**src/design/sbdl_pkg.sv**
```systemverilog
`timescale 1ns / 1ps
// ----------------------------------------------------------------------------
// sbdl_pkg
// Shared types and constants for the spectrum bin to display level core.
// ----------------------------------------------------------------------------
package sbdl_pkg;

  localparam int BIN_COUNT = 1024;

  localparam logic [1:0] REG_LEVEL_OFFSET = 2'd0;
  localparam logic [1:0] REG_DB_SLOPE     = 2'd1;
  localparam logic [1:0] REG_OUTER_GAIN   = 2'd2;
  localparam logic [1:0] REG_NORM_DB      = 2'd3;

  localparam logic [9:0]  RST_LEVEL_OFFSET = 10'd65;
  localparam logic [12:0] RST_DB_SLOPE     = 13'h1F00;
  localparam logic [9:0]  RST_OUTER_GAIN   = 10'd205;
  localparam logic [15:0] RST_NORM_DB      = 16'd40021;

  localparam logic [17:0] LOG10_2_X10_Q16 = 18'd197283;
  localparam logic [17:0] ZERO_POWER_NEG_DB = 18'd51200;
  localparam logic [15:0] DB10_MAX = 16'd49317;

  typedef struct packed {
    logic        [9:0]  level_offset;
    logic        [12:0] db_slope;
    logic        [9:0]  outer_gain;
    logic        [15:0] norm_db;
  } cfg_t;

  typedef struct packed {
    logic [9:0]  idx;
    logic [63:0] p;
  } pwr_t;

  typedef struct packed {
    logic [9:0]  idx;
    logic        zero;
    logic [15:0] db10;
  } db_t;

  typedef struct packed {
    logic [9:0] texel_index;
    logic [7:0] level;
  } res_t;

endpackage

```
**src/design/sbdl_power.sv**
```systemverilog
`timescale 1ns / 1ps
// ----------------------------------------------------------------------------
// sbdl_power
// Magnitudes, squares and sum of one complex bin: three register stages.
// ----------------------------------------------------------------------------
module sbdl_power (
  input  logic                clk,
  input  logic                rst,
  input  logic                in_valid,
  output logic                in_ready,
  input  logic [9:0]          bin_index,
  input  logic signed [31:0]  bin_real,
  input  logic signed [31:0]  bin_imag,
  output logic                out_valid,
  input  logic                out_ready,
  output sbdl_pkg::pwr_t      out_data
);
  import sbdl_pkg::*;

  localparam int NS = 3;

  logic [NS-1:0] v;
  logic [NS:0]   rdy;

  logic [31:0] mag_re_c, mag_im_c;
  logic [31:0] mag_re, mag_im;
  logic [9:0]  idx0, idx1;
  logic [63:0] sq_re_c, sq_im_c;
  logic [63:0] sq_re, sq_im;

  assign rdy[NS] = out_ready;
  for (genvar s = 0; s < NS; s++) begin : g_rdy
    assign rdy[s] = !v[s] || rdy[s+1];
  end

  assign in_ready  = rdy[0];
  assign out_valid = v[NS-1];

  always_ff @(posedge clk) begin
    if (rst) begin
      v <= '0;
    end else begin
      v <= (v & ~rdy[NS-1:0]) | ({v[NS-2:0], in_valid} & rdy[NS-1:0]);
    end
  end

  // two's complement magnitude, -2^31 lands on 2^31
  assign mag_re_c = bin_real[31] ? (~bin_real + 32'd1) : bin_real;
  assign mag_im_c = bin_imag[31] ? (~bin_imag + 32'd1) : bin_imag;

  assign sq_re_c = mag_re * mag_re;
  assign sq_im_c = mag_im * mag_im;

  always_ff @(posedge clk) begin
    if (rdy[0]) begin
      mag_re <= mag_re_c;
      mag_im <= mag_im_c;
      idx0   <= bin_index;
    end
    if (rdy[1]) begin
      sq_re <= sq_re_c;
      sq_im <= sq_im_c;
      idx1  <= idx0;
    end
    if (rdy[2]) begin
      out_data.p   <= sq_re + sq_im;
      out_data.idx <= idx1;
    end
  end

endmodule

```
**config.mk**
```make
export PLATFORM = sky130hd
export DESIGN_NAME = sbdl_power
export DESIGN_NICKNAME = d
export VERILOG_FILES = /design/src/design/sbdl_pkg.sv /design/src/design/sbdl_power.sv
export SDC_FILE = /design/constraint.sdc
export NUM_CORES = 2
export LEC_CHECK = 0
export BUFFER_PORTS_ARGS = -buffer_cell sky130_fd_sc_hd__buf_2
export CAP_MARGIN = 20
export CORE_MARGIN = 4
export CORE_UTILIZATION = 30
export DETAILED_ROUTE_END_ITERATION = 8
export GPL_ROUTABILITY_DRIVEN = 0
export PLACE_DENSITY_LB_ADDON = 0.08
export SLEW_MARGIN = 40
export SYNTH_ARGS = -nofsm -noshare
export SYNTH_HDL_FRONTEND = slang
export SYNTH_SLANG_ARGS = --single-unit
```
**constraint.sdc**
```tcl
create_clock -name clk -period 20.3 [get_ports clk]
set_input_delay 1.015 -clock clk [delete_from_list [all_inputs] [get_ports clk]]
set_output_delay 1.015 -clock clk [all_outputs]
set_load 0.1 [all_outputs]
```
==> flow_summary.json <==
{
  "worst-path-max-fanout": 20,
  "first_pass_iters": 8,
  "fmax_mhz": 103,
  "critPathLaunchType": "flop",
  "layout_setup_ws_ps": 10610,
  "skew_ps": 55.3,
  "die_h_um": 496,
  "slew_headroom": 0.424,
  "ant_nets": 0,
  "rsz0062_at_grt": "false",
  "worst_pin_slew_ps": 859,
  "async_flop_share": 0,
  "setup_viol": 0,
  "r2r_cells": 24,
  "io_buffers": 153,
  "yosysWarnings": 0,
  "insertion_delay_ps": 610,
  "path_class": "reg -> reg",
  "cts-buffers-inserted": 39,
  "final_layout_size_suffix_gt1_frac": 0.0486,
  "final_nets": 9539,
  "avgSynthCellArea_um2": 9.92,
  "status": "finished, final reports clean",
  "maxCapViolations": 0,
  "hp-class": "reg -> reg",
  "multi_input_area_mm2": 0.0547,
  "die_w_um": 496,
  "hold_violations": 0,
  "viasPerCell": 4.57,
  "seqCellArea_mm2": 0.00859,
  "row_count": 178,
  "n_fill_cell": 24500,
  "yosys.area.top_type": "fa_1",
  "finalCriticalPeriod_ps": 9690,
  "startpoint": "mag_im[16]",
  "ys_top_cells_by_area": "fa_1, edfxtp_1, ha_1",
  "rrSetupSlack_ps": 10610,
  "slew_violations": 0,
  "post_cts_buffers": 0,
  "arrival_ps": 9990,
  "postRouteWirelength_um": 223000,
  "design_area_mm2": 0.0771,
  "h-tree-depth": 2,
  "grt_pass1_vias": 54000,
  "areaGrowthSynthToFinish_pct": 7.85,
  "cts.sinks": 287,
  "first_iter_violations": 2661,
  "final_cell_mix": "inv_1, fa_1, ha_1",
  "cts-root-buf": "clkbuf_16",
  "worstSetupEndpointType": "flop",
  "initial_utilization": 0.303,
  "synth.net_count": 9535,
  "tns_ps": 0,
  "ys_types": 80,
  "io_pins": 154,
  "cts_resized": 0,
  "core-area_mm2": 0.236,
  "post-synth-top-area-fraction": 0.444,
  "r2r_start": "mag_im[16]",
  "r2r-end": "sq_im[61]",
  "dp_hpwl_um": 177000,
  "grt_max_degree": 71,
  "place_area_mm2": 0.0758,
  "synthCells": 7213,
  "cp.required_ps": 20600,
  "cts.clk_slew.worst_paths_ps": 70,
  "pre_cts_slack_ps": 10630,
  "grt_usage": 0.187,
  "synth-edff-count": 284,
  "grt_antenna_before_repair": 24,
  "min_period_over_period": 0.477,
  "vias": 47600,
  "synth_area_mm2": 0.0715,
  "clockBufferDepth": 3,
  "postCtsHoldBufs": 0,
  "final_common_cell": "inv_1",
  "avgRoutedWirePerCell_um": 21.5,
  "seq_area_frac_synth": 0.120,
  "drc": 0,
  "ys_ff_latch": 287,
  "gr-total-overflow": 0,
  "cts_tree": "built",
  "dieArea_mm2": 0.246,
  "synthFlopType": "edfxtp_1",
  "grt_pass1_wl_um": 344000,
  "endpoint": "sq_im[61]"
}
## sequential cells by signal, summed over array words and instances, names as in the netlist
signal	cells
idx0	10
idx1	10
v	3
sq_im	63
sq_re	63
mag_re	32
mag_im	32
out_data	74
## routing by layer
metal | routed length [um] | track usage | part of all wire | vias to the layer above
met4 | 5510 | 0.0398 | 0.025 | 2
met2 | 104000 | 0.306 | 0.46 | 963
met5 | 20 | 0 | 0.000090 | -
li1 | - | - | - | 21800
met3 | 10700 | 0.0212 | 0.048 | 163
met1 | 103000 | 0.266 | 0.46 | 24700
## cell families (layout without fill, tap and decap cells)
family / count (synthesis) / in the layout / synth area share
other: 0 / 14 / 0
AO/OA/AOI/OAI: 684 / 684 / 0.0627
buffers and inverters: 2212 / 2246 / 0.116
adder cells (fa/ha/maj): 2244 / 2244 / 0.559
AND/OR/NAND/NOR: 1458 / 1458 / 0.102
XOR/XNOR: 321 / 321 / 0.0393
flip-flops: 287 / 287 / 0.120
multiplexers: 7 / 7 / 0.00101
## worst min path at each step
stage / from / to / slack (ps) / cells after the start
after floorplan: idx0[0] / idx1[0] / 400 / 0
after global placement: idx1[2] / out_data[66] / 400 / 0
after detailed placement: idx1[1] / out_data[65] / 410 / 0
after CTS: idx1[1] / out_data[65] / 420 / 0
after global routing: idx1[3] / out_data[67] / 420 / 0
final: idx1[1] / out_data[65] / 420 / 0
## metrics by stage
stage	util	hold WS, ps	cells
global placement	0.321	401	10300
CTS	0.326	419	10400
global route	0.326	423	10400
finish	0.326	416	10400
floorplan	-	400	7213
detailed placement	0.321	406	10300
## Yosys cell counts, types with 6 or more instances
cell      instances
nand2b_1         13
fa_1           1585
a41oi_1           7
o21bai_1         48
o21a_1           18
or2_2            17
a31o_2           23
a211oi_1         18
a21boi_0         10
o41ai_1           9
o211ai_1         11
and4_1            6
clkbuf_1        254
nor3_1           19
nand3_1          29
o21ai_0         110
nor2b_1          30
inv_1          1953
a31oi_1          35
nor2_1          150
xnor2_1         189
a21oi_1         199
ha_1            659
a221oi_1          6
and2_1          488
nor4_1            6
nand4_1          43
edfxtp_1        284
and3_1           22
xor2_1          132
nand2_1         604
or4_4             7
a21o_1          115
o31ai_1          16
## worst max-delay path, cell delays in order, from the launching register on
cell	delay, ps
edfxtp_1	580
buf_4	390
clkinv_1	540
nor2_1	390
fa_1	500
fa_1	540
inv_1	50
fa_1	500
fa_1	540
inv_1	60
fa_1	560
fa_1	430
fa_1	510
fa_1	430
ha_1	390
a21oi_1	250
nand2_1	90
a41o_1	240
a211oi_1	670
a311oi_2	370
o31ai_1	430
a21boi_0	200
a21boi_0	350
mux2i_1	230
o2111ai_1	120
## cell type report
class / instances / share of cell area
antenna: 14 / 0.000454
multi-input combinational: 4714 / 0.709
timing repair buffer: 221 / 0.0166
clock buffer: 47 / 0.0134
sequential: 287 / 0.111
clock inverter: 24 / 0.00321
tap: 3150 / 0.0511
inverter: 1954 / 0.0952
Power is left out: the tool's default activity adds up to more than one toggle a clock period on the data nets, which glitch-free logic cannot reach.
