<file path="config.mk">
export PLATFORM = sky130hd
export DESIGN_NAME = sbdl_map
export DESIGN_NICKNAME = d
export VERILOG_FILES = /design/src/design/sbdl_pkg.sv /design/src/design/sbdl_map.sv
export SDC_FILE = /design/constraint.sdc
export NUM_CORES = 1
export LEC_CHECK = 0
export BUFFER_PORTS_ARGS = -buffer_cell sky130_fd_sc_hd__buf_2
export CAP_MARGIN = 5
export CORE_UTILIZATION = 64
export CTS_CLUSTER_SIZE = 28
export DETAILED_ROUTE_END_ITERATION = 6
export GPL_TIMING_DRIVEN = 0
export PLACE_DENSITY_LB_ADDON = 0.12
export SETUP_SLACK_MARGIN = 0.02
export SLEW_MARGIN = 40
export SYNTH_ARGS = -nofsm -noshare
export SYNTH_HDL_FRONTEND = slang
export SYNTH_SLANG_ARGS = --single-unit
</file>
<file path="constraint.sdc">
create_clock -name clk -period 8.2 [get_ports clk]
set_input_delay 0.41 -clock clk [delete_from_list [all_inputs] [get_ports clk]]
set_output_delay 0.41 -clock clk [all_outputs]
set_load 0.01 [all_outputs]
</file>
<file path="src/design/sbdl_pkg.sv">
`timescale 1ns / 1ps
// ----------------------------------------------------------------------------
// sbdl_pkg
// Shared types and constants for the spectrum bin to display level core.
// ----------------------------------------------------------------------------
package sbdl_pkg;

  localparam int BIN_COUNT = 1024;

  localparam logic [1:0] REG_LEVEL_OFFSET = 2'd0;
  localparam logic [1:0] REG_DB_SLOPE     = 2'd1;
  localparam logic [1:0] REG_OUTER_GAIN   = 2'd2;
  localparam logic [1:0] REG_NORM_DB      = 2'd3;

  localparam logic [9:0]  RST_LEVEL_OFFSET = 10'd65;
  localparam logic [12:0] RST_DB_SLOPE     = 13'h1F00;
  localparam logic [9:0]  RST_OUTER_GAIN   = 10'd205;
  localparam logic [15:0] RST_NORM_DB      = 16'd40021;

  localparam logic [17:0] LOG10_2_X10_Q16 = 18'd197283;
  localparam logic [17:0] ZERO_POWER_NEG_DB = 18'd51200;
  localparam logic [15:0] DB10_MAX = 16'd49317;

  typedef struct packed {
    logic        [9:0]  level_offset;
    logic        [12:0] db_slope;
    logic        [9:0]  outer_gain;
    logic        [15:0] norm_db;
  } cfg_t;

  typedef struct packed {
    logic [9:0]  idx;
    logic [63:0] p;
  } pwr_t;

  typedef struct packed {
    logic [9:0]  idx;
    logic        zero;
    logic [15:0] db10;
  } db_t;

  typedef struct packed {
    logic [9:0] texel_index;
    logic [7:0] level;
  } res_t;

endpackage

</file>
<file path="src/design/sbdl_map.sv">
`timescale 1ns / 1ps
// ----------------------------------------------------------------------------
// sbdl_map
// dB to display level: normalize, slope multiply, offset, gain multiply,
// clamp. Five register stages, the last one is the output register.
// ----------------------------------------------------------------------------
module sbdl_map (
  input  logic           clk,
  input  logic           rst,
  input  sbdl_pkg::cfg_t cfg,
  input  logic           in_valid,
  output logic           in_ready,
  input  sbdl_pkg::db_t  in_data,
  output logic           out_valid,
  input  logic           out_ready,
  output sbdl_pkg::res_t out_data
);
  import sbdl_pkg::*;

  localparam int NS = 5;

  logic [NS-1:0] v;
  logic [NS:0]   rdy;

  logic signed [17:0] negdb_c;
  logic signed [17:0] negdb0;
  logic signed [30:0] prod_c;
  logic signed [30:0] prod1;
  logic signed [31:0] rnd_c;
  logic signed [15:0] pix_c;
  logic signed [15:0] pix2;
  logic signed [26:0] g_c;
  logic signed [26:0] g3;
  logic [7:0]         level_c;
  logic               oor_c;
  logic               oor [0:3];
  logic [9:0]         idx [0:3];

  assign rdy[NS] = out_ready;
  for (genvar s = 0; s < NS; s++) begin : g_rdy
    assign rdy[s] = !v[s] || rdy[s+1];
  end

  assign in_ready  = rdy[0];
  assign out_valid = v[NS-1];

  always_ff @(posedge clk) begin
    if (rst) begin
      v <= '0;
    end else begin
      v <= (v & ~rdy[NS-1:0]) | ({v[NS-2:0], in_valid} & rdy[NS-1:0]);
    end
  end

  // negated dB, zero power pinned to -200 dB
  assign negdb_c = in_data.zero ? $signed(ZERO_POWER_NEG_DB)
                 : $signed({2'b00, cfg.norm_db}) - $signed({2'b00, in_data.db10});
  assign oor_c   = ({3'd0, in_data.idx} >= 13'(BIN_COUNT));

  assign prod_c = negdb0 * $signed(cfg.db_slope);

  // divide by 65536 toward zero
  assign rnd_c = 32'(prod1) + (prod1[30] ? 32'sd65535 : 32'sd0);
  assign pix_c = $signed(rnd_c[31:16]) + 16'($signed(cfg.level_offset));

  assign g_c = pix2 * $signed({1'b0, cfg.outer_gain});

  // negative gain product always clamps to zero
  always_comb begin
    if (oor[3] || g3[26]) begin
      level_c = 8'd0;
    end else if (g3[25:16] != 10'd0) begin
      level_c = 8'hFF;
    end else begin
      level_c = g3[15:8];
    end
  end

  always_ff @(posedge clk) begin
    if (rdy[0]) begin
      negdb0 <= negdb_c;
      oor[0] <= oor_c;
      idx[0] <= in_data.idx;
    end
    if (rdy[1]) begin
      prod1  <= prod_c;
      oor[1] <= oor[0];
      idx[1] <= idx[0];
    end
    if (rdy[2]) begin
      pix2   <= pix_c;
      oor[2] <= oor[1];
      idx[2] <= idx[1];
    end
    if (rdy[3]) begin
      g3     <= g_c;
      oor[3] <= oor[2];
      idx[3] <= idx[2];
    end
    if (rdy[4]) begin
      out_data.level       <= level_c;
      out_data.texel_index <= idx[3];
    end
  end

endmodule
</file>
==> metrics.csv <==
stage;metric;value;unit
place;dp_hpwl;34400;µm
detailed_routing;detail-route-antenna-nets;0;
logic_synthesis;syn_avg_cell_area;10.1;µm²
global_routing;grt-ovfl-total;0;
sta;setup_viol;0;
sta;slew_violations;0;
detailed_routing;via_count;13900;
logic_synthesis;synth_fp_nets;2616;
critical_path;r2r-start;negdb0[8];
sta;period_needed;6.86;ns
sta;tightestPinTransition;0.795;ns
sta;rsz0062_at_grt;false;
die;core-area;30800;µm²
critical_path;critPathCaptureType;flip-flop;
die;die_x;180;µm
layout;syn_to_final_growth;7.91;%
global_routing;grt_pass1_wl;70200;µm
clocking;cts_buffer_depth;2;
sta;timing.final.crit_share;83.6;%
sta;maxSlewHeadroom;47.0;%
detailed_routing;wl_per_cell;16.4;µm
global_routing;grt_pass1_vias;14900;
hold_path;min_path_type;in -> reg;
logic_synthesis;ys_async_sr_fraction;0;%
global_routing;gr-usage-met2;50.6;%
critical_path;crit_type;reg -> reg;
sta;finClkSkew;0.0153;ns
clocking;cts_resized;0;
place;port_buffers;93;
clocking;postCtsHoldBufs;0;
critical_path;required;8.43;ns
critical_path;crit_slowest_cell;fa_1;
global_routing;use_met3;3.02;%
clocking;cts_tree;yes;
global_routing;grtUsageTotal;27.5;%
critical_path;cp.arrival;7.09;ns
die;die_y;180;µm
global_routing;met1_usage;32.6;%
detailed_routing;dr.pass1.iters;7;
detailed_routing;drc;4;
clocking;cts_sinks;145;
clocking;cts_buffers;17;
die;rows;64;
sta;max_freq;146;MHz
layout;fin_nets;2728;
die;die_area;32300;µm²
hold_path;min_from;in_data[20];
logic_synthesis;ys_types;58;
global_routing;grt_start_max_net_pins;41;
detailed_routing;wirelength;41500;µm
critical_path;crit_top_cell;fa_1;
logic_synthesis;synthCells;2005;
logic_synthesis;synth_top_flop_cell;edfxtp_1;
sta;finalHoldViolations;0;
die;start_util;65.5;%
critical_path;setup.worst_path.start_class;flip-flop;
clocking;htree_levels;4;
global_routing;antenna_found_initial;1;
clocking;post_cts_buffers;0;
clocking;path_clk_slew;0.08;ns
outcome;failed_checks;design-rule violations;
place;place_congestion;0.923;
clocking;clockRootBuffer;clkbuf_16;
detailed_routing;viasPerCell;5.48;
detailed_routing;first_iter_violations;798;
layout;drive_gt1_share;6.90;%
critical_path;critPathMaxStageDelay;0.55;ns
logic_synthesis;ys_seq_area_share;21.3;%
outcome;status;finished, violations left;
critical_path;crit_buf_inv;2;
layout;final_util;70.7;%
critical_path;worst-r2r-setup-slack;1.34;ns
critical_path;critical_path.startpoint;negdb0[8];
global_routing;grt.busiest_layer;met2;
logic_synthesis;syn_area;20200;µm²
critical_path;path_cells;clkbuf_1, nand2_1, fa_1, fa_1, inv_1, fa_1, fa_1, fa_1, fa_1, ha_1, a21oi_1, o21ai_0, a211o_1, o31ai_4, a21oi_2, o21ai_0, mux2_2, a221oi_1;
sta;setup-tns-final;0;ns
logic_synthesis;synth-seq-cells;145;
critical_path;crit_family;adder cells;
die;num_io_pins;100;
clocking;clock_latency;0.43;ns
logic_synthesis;yosys_warnings;0;
job;maxCapViolations;0;
critical_path;crit_path_max_fanout;10;
logic_synthesis;synth_edf_count;140;
-- flip-flops by register name, summed over array words and instances (netlist names), named ones only --
signal,count
idx,40
prod1,30
g3,19
out_data,18
negdb0,17
pix2,16
-- worst paths after layout --
kind | end | depth (start not counted)
worst min-delay path | idx[0][3] | 1
worst min register to register | out_data[14] | 0
worst max-delay path | prod1[27] | 18
worst max register to register | prod1[27] | 18
-- worst register-to-register path: stages, from the launching register on --
cell	delay [ns]
edfxtp_1	0.44
clkbuf_1	0.53
nand2_1	0.18
fa_1	0.53
fa_1	0.53
inv_1	0.06
fa_1	0.55
fa_1	0.43
fa_1	0.52
fa_1	0.42
ha_1	0.35
a21oi_1	0.26
o21ai_0	0.19
a211o_1	0.35
o31ai_4	0.30
a21oi_2	0.13
o21ai_0	0.29
mux2_2	0.37
a221oi_1	0.22
-- synthesized netlist by cell type (all sizes together) (2+ instances only) --
library cell | count | area, µm²
a211o | 4 | 35.0
a211oi | 10 | 90.1
a21o | 12 | 90.1
a21oi | 58 | 313
a221oi | 2 | 17.5
a22oi | 2 | 15.0
a311oi | 2 | 23.8
a31o | 2 | 17.5
a31oi | 5 | 31.3
and2 | 163 | 1020
and3 | 11 | 68.8
and4 | 2 | 17.5
buf | 3 | 11.3
clkbuf | 61 | 229
dfxtp | 5 | 100
edfxtp | 140 | 4200
fa | 352 | 7050
ha | 179 | 2240
inv | 414 | 1550
nand2 | 239 | 897
nand2b | 9 | 56.3
nand3 | 23 | 115
nand3b | 2 | 15.0
nand4 | 9 | 56.3
nand4b | 2 | 17.5
nor2 | 76 | 285
nor2b | 14 | 87.6
nor3 | 20 | 100
nor4 | 5 | 46.3
o211ai | 4 | 30.0
o21a | 19 | 143
o21ai | 37 | 189
o21bai | 6 | 45.0
o31a | 2 | 17.5
o31ai | 6 | 77.6
or3 | 8 | 50.1
or4 | 3 | 22.5
xnor2 | 62 | 543
xor2 | 22 | 193
-- metrics by stage --
stage	area, µm²	hold slack, ns	worst slack (ns)	instances
after global placement	21200	0.403	1.23	2494
after detailed placement	21200	0.405	1.18	2494
after floorplan	20200	0.400	2.06	2005
final	21800	0.162	1.34	2527
after CTS	21800	0.146	1.33	2526
after global routing	21800	0.147	1.10	2527
-- layout make-up --
cell class / count / area, µm²
Multi-Input combinational cell: 1382 / 14100
Inverter: 414 / 1550
Tap cell: 396 / 495
Fill cell: 2260 / 9040
Buffer: 64 / 240
Clock inverter: 15 / 188
Timing Repair Buffer: 93 / 465
Antenna cell: 1 / 2.50
Clock buffer: 17 / 425
Sequential cell: 145 / 4300
-- cell usage in the layout, fill, tap and decap left out, drive strengths merged, types with 9 or more instances in the layout --
cell type | Yosys | final
nor2b | 14 | 14
o21a | 19 | 19
ha | 179 | 179
a21o | 12 | 12
xor2 | 22 | 22
nand2 | 239 | 239
a21oi | 58 | 58
buf | 3 | 96
nor3 | 20 | 20
xnor2 | 62 | 62
nand3 | 23 | 23
a211oi | 10 | 10
edfxtp | 140 | 140
nand4 | 9 | 9
clkbuf | 61 | 78
o21ai | 37 | 37
inv | 414 | 421
nand2b | 9 | 9
fa | 352 | 352
and3 | 11 | 11
and2 | 163 | 163
nor2 | 76 | 76
-- per-layer routing --
metal | up-vias | routed length (µm)
met1 | 6872 | 16400
met5 | - | 0
met4 | 0 | 1800
li1 | 6470 | -
met2 | 408 | 21500
met3 | 106 | 1800
-- cells by family after synthesis --
family,Yosys count,share of synthesized area (%)
flops,145,21.3
simple gates,589,14.3
compound gates,176,5.82
fa+ha+maj,531,46.0
buf+inv,478,8.88
mux,2,0.105
xor+xnor,84,3.64
Power is not shown: default switching activity piles up to over one toggle a cycle in this logic, so the estimate is an artifact.
