`config.mk`:
```
export PLATFORM = sky130hd
export DESIGN_NAME = sbdl_log2
export DESIGN_NICKNAME = d
export VERILOG_FILES = /design/src/design/sbdl_pkg.sv /design/src/design/sbdl_log2.sv
export SDC_FILE = /design/constraint.sdc
export NUM_CORES = 2
export LEC_CHECK = 0
export CAP_MARGIN = 5
export CORE_MARGIN = 2
export CORE_UTILIZATION = 41
export CTS_CLUSTER_SIZE = 28
export DETAILED_ROUTE_END_ITERATION = 6
export DONT_BUFFER_PORTS = 1
export PLACE_DENSITY = 0.62
export SYNTH_ARGS = -nofsm -noshare
export SYNTH_HDL_FRONTEND = slang
export SYNTH_SLANG_ARGS = --single-unit
```
`constraint.sdc`:
```
create_clock -name clk -period 7.8 [get_ports clk]
set_input_delay 1.56 -clock clk [delete_from_list [all_inputs] [get_ports clk]]
set_output_delay 1.56 -clock clk [all_outputs]
set_load 0.02 [all_outputs]
```
`src/design/sbdl_pkg.sv`:
```
`timescale 1ns / 1ps
// ----------------------------------------------------------------------------
// sbdl_pkg
// Shared types and constants for the spectrum bin to display level core.
// ----------------------------------------------------------------------------
package sbdl_pkg;

  localparam int BIN_COUNT = 1024;

  localparam logic [1:0] REG_LEVEL_OFFSET = 2'd0;
  localparam logic [1:0] REG_DB_SLOPE     = 2'd1;
  localparam logic [1:0] REG_OUTER_GAIN   = 2'd2;
  localparam logic [1:0] REG_NORM_DB      = 2'd3;

  localparam logic [9:0]  RST_LEVEL_OFFSET = 10'd65;
  localparam logic [12:0] RST_DB_SLOPE     = 13'h1F00;
  localparam logic [9:0]  RST_OUTER_GAIN   = 10'd205;
  localparam logic [15:0] RST_NORM_DB      = 16'd40021;

  localparam logic [17:0] LOG10_2_X10_Q16 = 18'd197283;
  localparam logic [17:0] ZERO_POWER_NEG_DB = 18'd51200;
  localparam logic [15:0] DB10_MAX = 16'd49317;

  typedef struct packed {
    logic        [9:0]  level_offset;
    logic        [12:0] db_slope;
    logic        [9:0]  outer_gain;
    logic        [15:0] norm_db;
  } cfg_t;

  typedef struct packed {
    logic [9:0]  idx;
    logic [63:0] p;
  } pwr_t;

  typedef struct packed {
    logic [9:0]  idx;
    logic        zero;
    logic [15:0] db10;
  } db_t;

  typedef struct packed {
    logic [9:0] texel_index;
    logic [7:0] level;
  } res_t;

endpackage

```
`src/design/sbdl_log2.sv`:
```
`timescale 1ns / 1ps
// ----------------------------------------------------------------------------
// sbdl_log2
// 10*log10 of the bin power in Q8.8: leading-one stage, normalize stage,
// eight squaring stages for the log2 fraction and a scaling stage.
// ----------------------------------------------------------------------------
module sbdl_log2 (
  input  logic           clk,
  input  logic           rst,
  input  logic           in_valid,
  output logic           in_ready,
  input  sbdl_pkg::pwr_t in_data,
  output logic           out_valid,
  input  logic           out_ready,
  output sbdl_pkg::db_t  out_data
);
  import sbdl_pkg::*;

  localparam int NS = 11;
  localparam int LAST_SQ = 9;

  logic [NS-1:0] v;
  logic [NS:0]   rdy;

  logic [5:0]  k_c;
  logic [63:0] p0;
  logic [5:0]  k0;
  logic        z0;
  logic [9:0]  idx0;
  logic [63:0] pn_c;

  logic [15:0] m_s   [1:LAST_SQ];
  logic [7:0]  f_s   [1:LAST_SQ];
  logic [5:0]  k_s   [1:LAST_SQ];
  logic        z_s   [1:LAST_SQ];
  logic [9:0]  idx_s [1:LAST_SQ];

  logic [31:0] scale_c;

  assign rdy[NS] = out_ready;
  for (genvar s = 0; s < NS; s++) begin : g_rdy
    assign rdy[s] = !v[s] || rdy[s+1];
  end

  assign in_ready  = rdy[0];
  assign out_valid = v[NS-1];

  always_ff @(posedge clk) begin
    if (rst) begin
      v <= '0;
    end else begin
      v <= (v & ~rdy[NS-1:0]) | ({v[NS-2:0], in_valid} & rdy[NS-1:0]);
    end
  end

  // leading one position
  always_comb begin
    k_c = 6'd0;
    for (int b = 0; b < 64; b++) begin
      if (in_data.p[b]) begin
        k_c = 6'(b);
      end
    end
  end

  always_ff @(posedge clk) begin
    if (rdy[0]) begin
      p0   <= in_data.p;
      k0   <= k_c;
      z0   <= (in_data.p == 64'd0);
      idx0 <= in_data.idx;
    end
  end

  // mantissa in q1.15: the sixteen bits from the leading one down
  assign pn_c = p0 << (6'd63 - k0);

  always_ff @(posedge clk) begin
    if (rdy[1]) begin
      m_s[1]   <= pn_c[63:48];
      f_s[1]   <= 8'd0;
      k_s[1]   <= k0;
      z_s[1]   <= z0;
      idx_s[1] <= idx0;
    end
  end

  for (genvar j = 2; j <= LAST_SQ; j++) begin : g_sq
    logic [31:0] sq_c;
    logic [16:0] t_c;

    assign sq_c = m_s[j-1] * m_s[j-1];
    assign t_c  = sq_c[31:15];

    always_ff @(posedge clk) begin
      if (rdy[j]) begin
        m_s[j]   <= t_c[16] ? t_c[16:1] : t_c[15:0];
        f_s[j]   <= {f_s[j-1][6:0], t_c[16]};
        k_s[j]   <= k_s[j-1];
        z_s[j]   <= z_s[j-1];
        idx_s[j] <= idx_s[j-1];
      end
    end
  end

  assign scale_c = {k_s[LAST_SQ], f_s[LAST_SQ]} * LOG10_2_X10_Q16;

  always_ff @(posedge clk) begin
    if (rdy[NS-1]) begin
      out_data.db10 <= scale_c[31:16];
      out_data.zero <= z_s[LAST_SQ];
      out_data.idx  <= idx_s[LAST_SQ];
    end
  end

  a_norm_msb: assert property (@(posedge clk) disable iff (rst)
    v[1] && !z_s[1] |-> m_s[1][15])
    else $error("normalized mantissa lost its leading one");

  a_sq_msb: assert property (@(posedge clk) disable iff (rst)
    v[LAST_SQ] && !z_s[LAST_SQ] |-> m_s[LAST_SQ][15])
    else $error("squared mantissa left the range 1.0 to 2.0");

  a_db_range: assert property (@(posedge clk) disable iff (rst)
    out_valid |-> out_data.db10 <= DB10_MAX)
    else $error("db value above the largest possible power");

endmodule

```
==> run summary <==
- **CTS tree** built
- **setup-violating endpoint count in the final report** 0
- **register clock-pin slew on the reported worst setup and hold paths** 0.06 ns
- **overall overflow remaining after global route** 0
- **area enclosed by the die boundary** 0.1873 sq mm
- **share of layout cells above drive strength 1** 0.05452
- **final weighted congestion in routability-driven placement** 0.8745
- **first-pass GRT wire length** 269100 um
- **maximum number of buffers from clock root to sink** 3
- **row count** 157
- **number of global-route vias before repair** 54455
- **RR Endpoint** m_s[0][66]$_DFFE_PN_
- **number of instances in the synthesized netlist** 7666
- **highest-delay cell along the critical path** sky130_fd_sc_hd__fa_1
- **startpoint of the worst-slack reg-to-reg timing path** m_s[0][51]$_DFFE_PN_
- **routed vias/inst** 4.882
- **Max Clk Rate** 131.5 MHz
- **endpoint class of the critical path** register
- **number of DRC violations after detailed routing** 0
- **compound-cell area share of the yosys netlist** 0.06395
- **status** finished, final reports clean
- **CTS sink count** 436
- **setup clock skew after layout** 0.04997 ns
- **library cells used by synthesis** 80
- **via count of the routed design** 49899
- **final critical-path share of the clock period** 0.9748
- **main combinational cell family by area after synthesis** adder cells
- **number of nets produced by synthesis** 9989
- **number of enable-type register cells in the synthesized netlist** 425
- **global router's overall resource usage** 0.1751
- **Syn-to-layout area delta** 7.647%
- **time the final worst path needs with I/O delays and setup** 7.603 ns
- **critical path depth in cells** 25
- **fill cell instance count of the final layout** 17354
- **Post-layout nets** 10041
- **Setup Total Neg Slack** 0 ns
- **initial antenna violation count** 1
- **Worst Tran Pin Value** 1.053 ns
- **1st-iter DRT viols** 2337
- **mapped cell area** 0.07538 sq mm
- **vertical die dimension** 432.8 um
- **commonest cells after routing, fill and taps aside** sky130_fd_sc_hd__inv_1, sky130_fd_sc_hd__fa_1, sky130_fd_sc_hd__ha_1
- **buffers plus inverters on the worst setup path** 7
- **number of hold-repair buffers added at the cts stage** 0
- **sequential area share after synthesis** 0.1722
- **synthesized-area fraction occupied by and/or/nand/nor cells** 0.1095
- **worst endpoint required time** 8.18 ns
- **Worst Setup Start Kind** register
- **I/O pin count** 107
- **worst stage delay on the critical path** 0.56 ns
- **most common cell after layout, fill and taps aside** sky130_fd_sc_hd__inv_1
- **number of buffers inserted by port buffering** 0
- **YS warnings** 0
- **number of antenna-violating nets in the routed design** 0
- **final hold violation count** 0
- **start-to-end type of the worst setup path** register to register
- **max-slew violation total from the final report** 0
- **number of synthesized register bits** 436
- **reg-to-reg slack, setup** 0.20 ns
- **setup repair after global routing missed its margin** yes
- **path category of the worst min-delay check** register to register
- **remaining max-slew budget at the tightest pin** 0.2979
- **post-route design area** 0.08115 sq mm
- **data arrival at the endpoint of the critical path** 7.98 ns
- **average wire length per cell after detail routing** 15.44 um
- **clock tree root buffer cell** sky130_fd_sc_hd__clkbuf_16
- **cell repeated most along the worst path** sky130_fd_sc_hd__fa_1
- **area share of fa/ha/maj cells after synthesis** 0.5063
- **Synth Area in XOR/XNOR** 0.01753
- **mux contribution to synthesized area** 0.01837
- **ant diodes** 0
- **number of CTS-inserted buffers** 50
- **area inside the core boundary** 0.1829 sq mm
- **source-to-sink clock delay at the later pin of the worst-skew pair** 0.67 ns
- **launch point of the worst path** m_s[0][51]$_DFFE_PN_
- **total routed wirelength** 157800 um
- **initial standard-cell utilization of the core** 0.4122
- **Worst Slack Setup Final** 0.1968 ns
- **width of the die** 432.8 um
- **Pre-Repair DR Iteration Count** 5
- **count of cells along the worst register-to-register path** 25
- **worst-case setup slack after placement** 0.05194 ns
- **count of max-cap constraint violations** 0
- **DP Wirelength** 133400 um
- **CTS HTree Levels** 2
- **CP max FO** 8
- **total cell area at the placement stage** 0.07902 sq mm
- **syn avg cell area** 9.833 sq um
- **main flop type after synthesis** sky130_fd_sc_hd__edfxtp_1
- **top cell family by delay on the critical path** adder cells
- **end point of the critical path** m_s[0][66]$_DFFE_PN_
- **pin count of the biggest net entering global routing** 79
- **share of flip-flops with an asynchronous set or reset** 0
-- cell families (layout without fill, tap and decap cells) --
| kind of cell | count (synthesis) | after routing |
|---|---|---|
| AO/OA/AOI/OAI | 725 | 725 |
| XOR/XNOR | 150 | 150 |
| adder cells (fa/ha/maj) | 2245 | 2245 |
| buffers and inverters | 2246 | 2338 |
| flip-flops | 436 | 436 |
| multiplexers | 121 | 121 |
| AND/OR/NAND/NOR | 1743 | 1743 |
-- flip-flops by register name, summed over array words and instances, names as in the netlist, named ones only --
name      flops
f_s          36
idx0         10
idx_s        90
k0            6
k_s          54
m_s         128
out_data     27
p0           64
z0            1
z_s           9
-- repair_timing --
action / 4_1_cts / 5_1_grt
resized for setup: 0 / 25
buffers inserted: 2 / 36
setup endpoints to repair: 1 / 43
gates cloned: 0 / 2
pin swaps: 0 / 10
-- final cells by class --
type	instances	area, sq um	share of cell area
Multi-Input combinational cell	4984	54070	0.6664
Sequential cell	436	12980	0.1600
Inverter	2031	7629	0.09401
Tap cell	2464	3083	0.03799
Timing Repair Buffer	214	1653	0.02037
Clock buffer	55	1290	0.01590
Clock inverter	37	432.9	0.005335
Timing Repair inverter	1	5.005	0.00006168
-- Yosys cell counts (all sizes together), types with 11 or more instances --
master   instances  area share
mux2            46      0.0069
or3             19      0.0016
o21bai          12      0.0012
mux2i           66      0.0088
a31oi           18      0.0015
xnor2           86       0.010
ha             903        0.15
a21o            65      0.0065
xor2            64      0.0074
nand2b          30      0.0025
nand3           36      0.0024
o2111ai         15      0.0017
o31ai           24      0.0024
a221oi          22      0.0026
o21a            52      0.0052
a211o           12      0.0014
nand2          632       0.031
clkbuf         191      0.0095
nor2b           54      0.0045
o211ai          25      0.0025
fa            1342        0.36
and3            25      0.0021
a211oi          53      0.0054
inv           2031        0.10
dfxtp           11      0.0029
o21ai          130      0.0086
buf             24      0.0015
edfxtp         425        0.17
nor2           384       0.019
a21oi          205       0.014
or2             32      0.0027
and2           403       0.033
nor3            74      0.0049
nor4            26      0.0022
-- metal layers --
| metal | global-route usage | wire, um | up-vias |
|---|---|---|---|
| met3 | 0.01564 | 4783 | 219 |
| li1 | - | - | 23840 |
| met5 | 0 | 8 | - |
| met4 | 0.04580 | 3991 | 2 |
| met1 | 0.2220 | 67670 | 25101 |
| met2 | 0.3184 | 81380 | 737 |
-- worst min-delay path by stage --
stage,depth (start not counted),to,from
after floorplan,0,f_s[0][25]$_DFFE_PN_,f_s[0][16]$_DFFE_PN_
after global placement,0,k_s[0][18]$_DFFE_PN_,k_s[0][12]$_DFFE_PN_
after detailed placement,0,f_s[0][34]$_DFFE_PN_,f_s[0][25]$_DFFE_PN_
after CTS,0,idx_s[1][6]$_DFFE_PN_,idx0[6]$_DFFE_PN_
after global routing,0,idx_s[6][2]$_DFFE_PP_,idx_s[5][2]$_DFFE_PP_
final,0,z_s[3]$_DFFE_PN_,z_s[2]$_DFFE_PN_
-- per-stage QoR --
| stage | cells | hold slack [ns] | util |
|---|---|---|---|
| detailed placement | 10090 | 0.4045 | 0.4321 |
| finish | 10222 | 0.4132 | 0.4437 |
| global placement | 10090 | 0.4008 | 0.4321 |
| global route | 10222 | 0.4142 | 0.4437 |
| CTS | 10184 | 0.4145 | 0.4416 |
| floorplan | 7666 | 0.4003 | - |
Power is left out: the tool's default activity adds up to more than one toggle a clock period on the data nets, which glitch-free logic cannot reach.
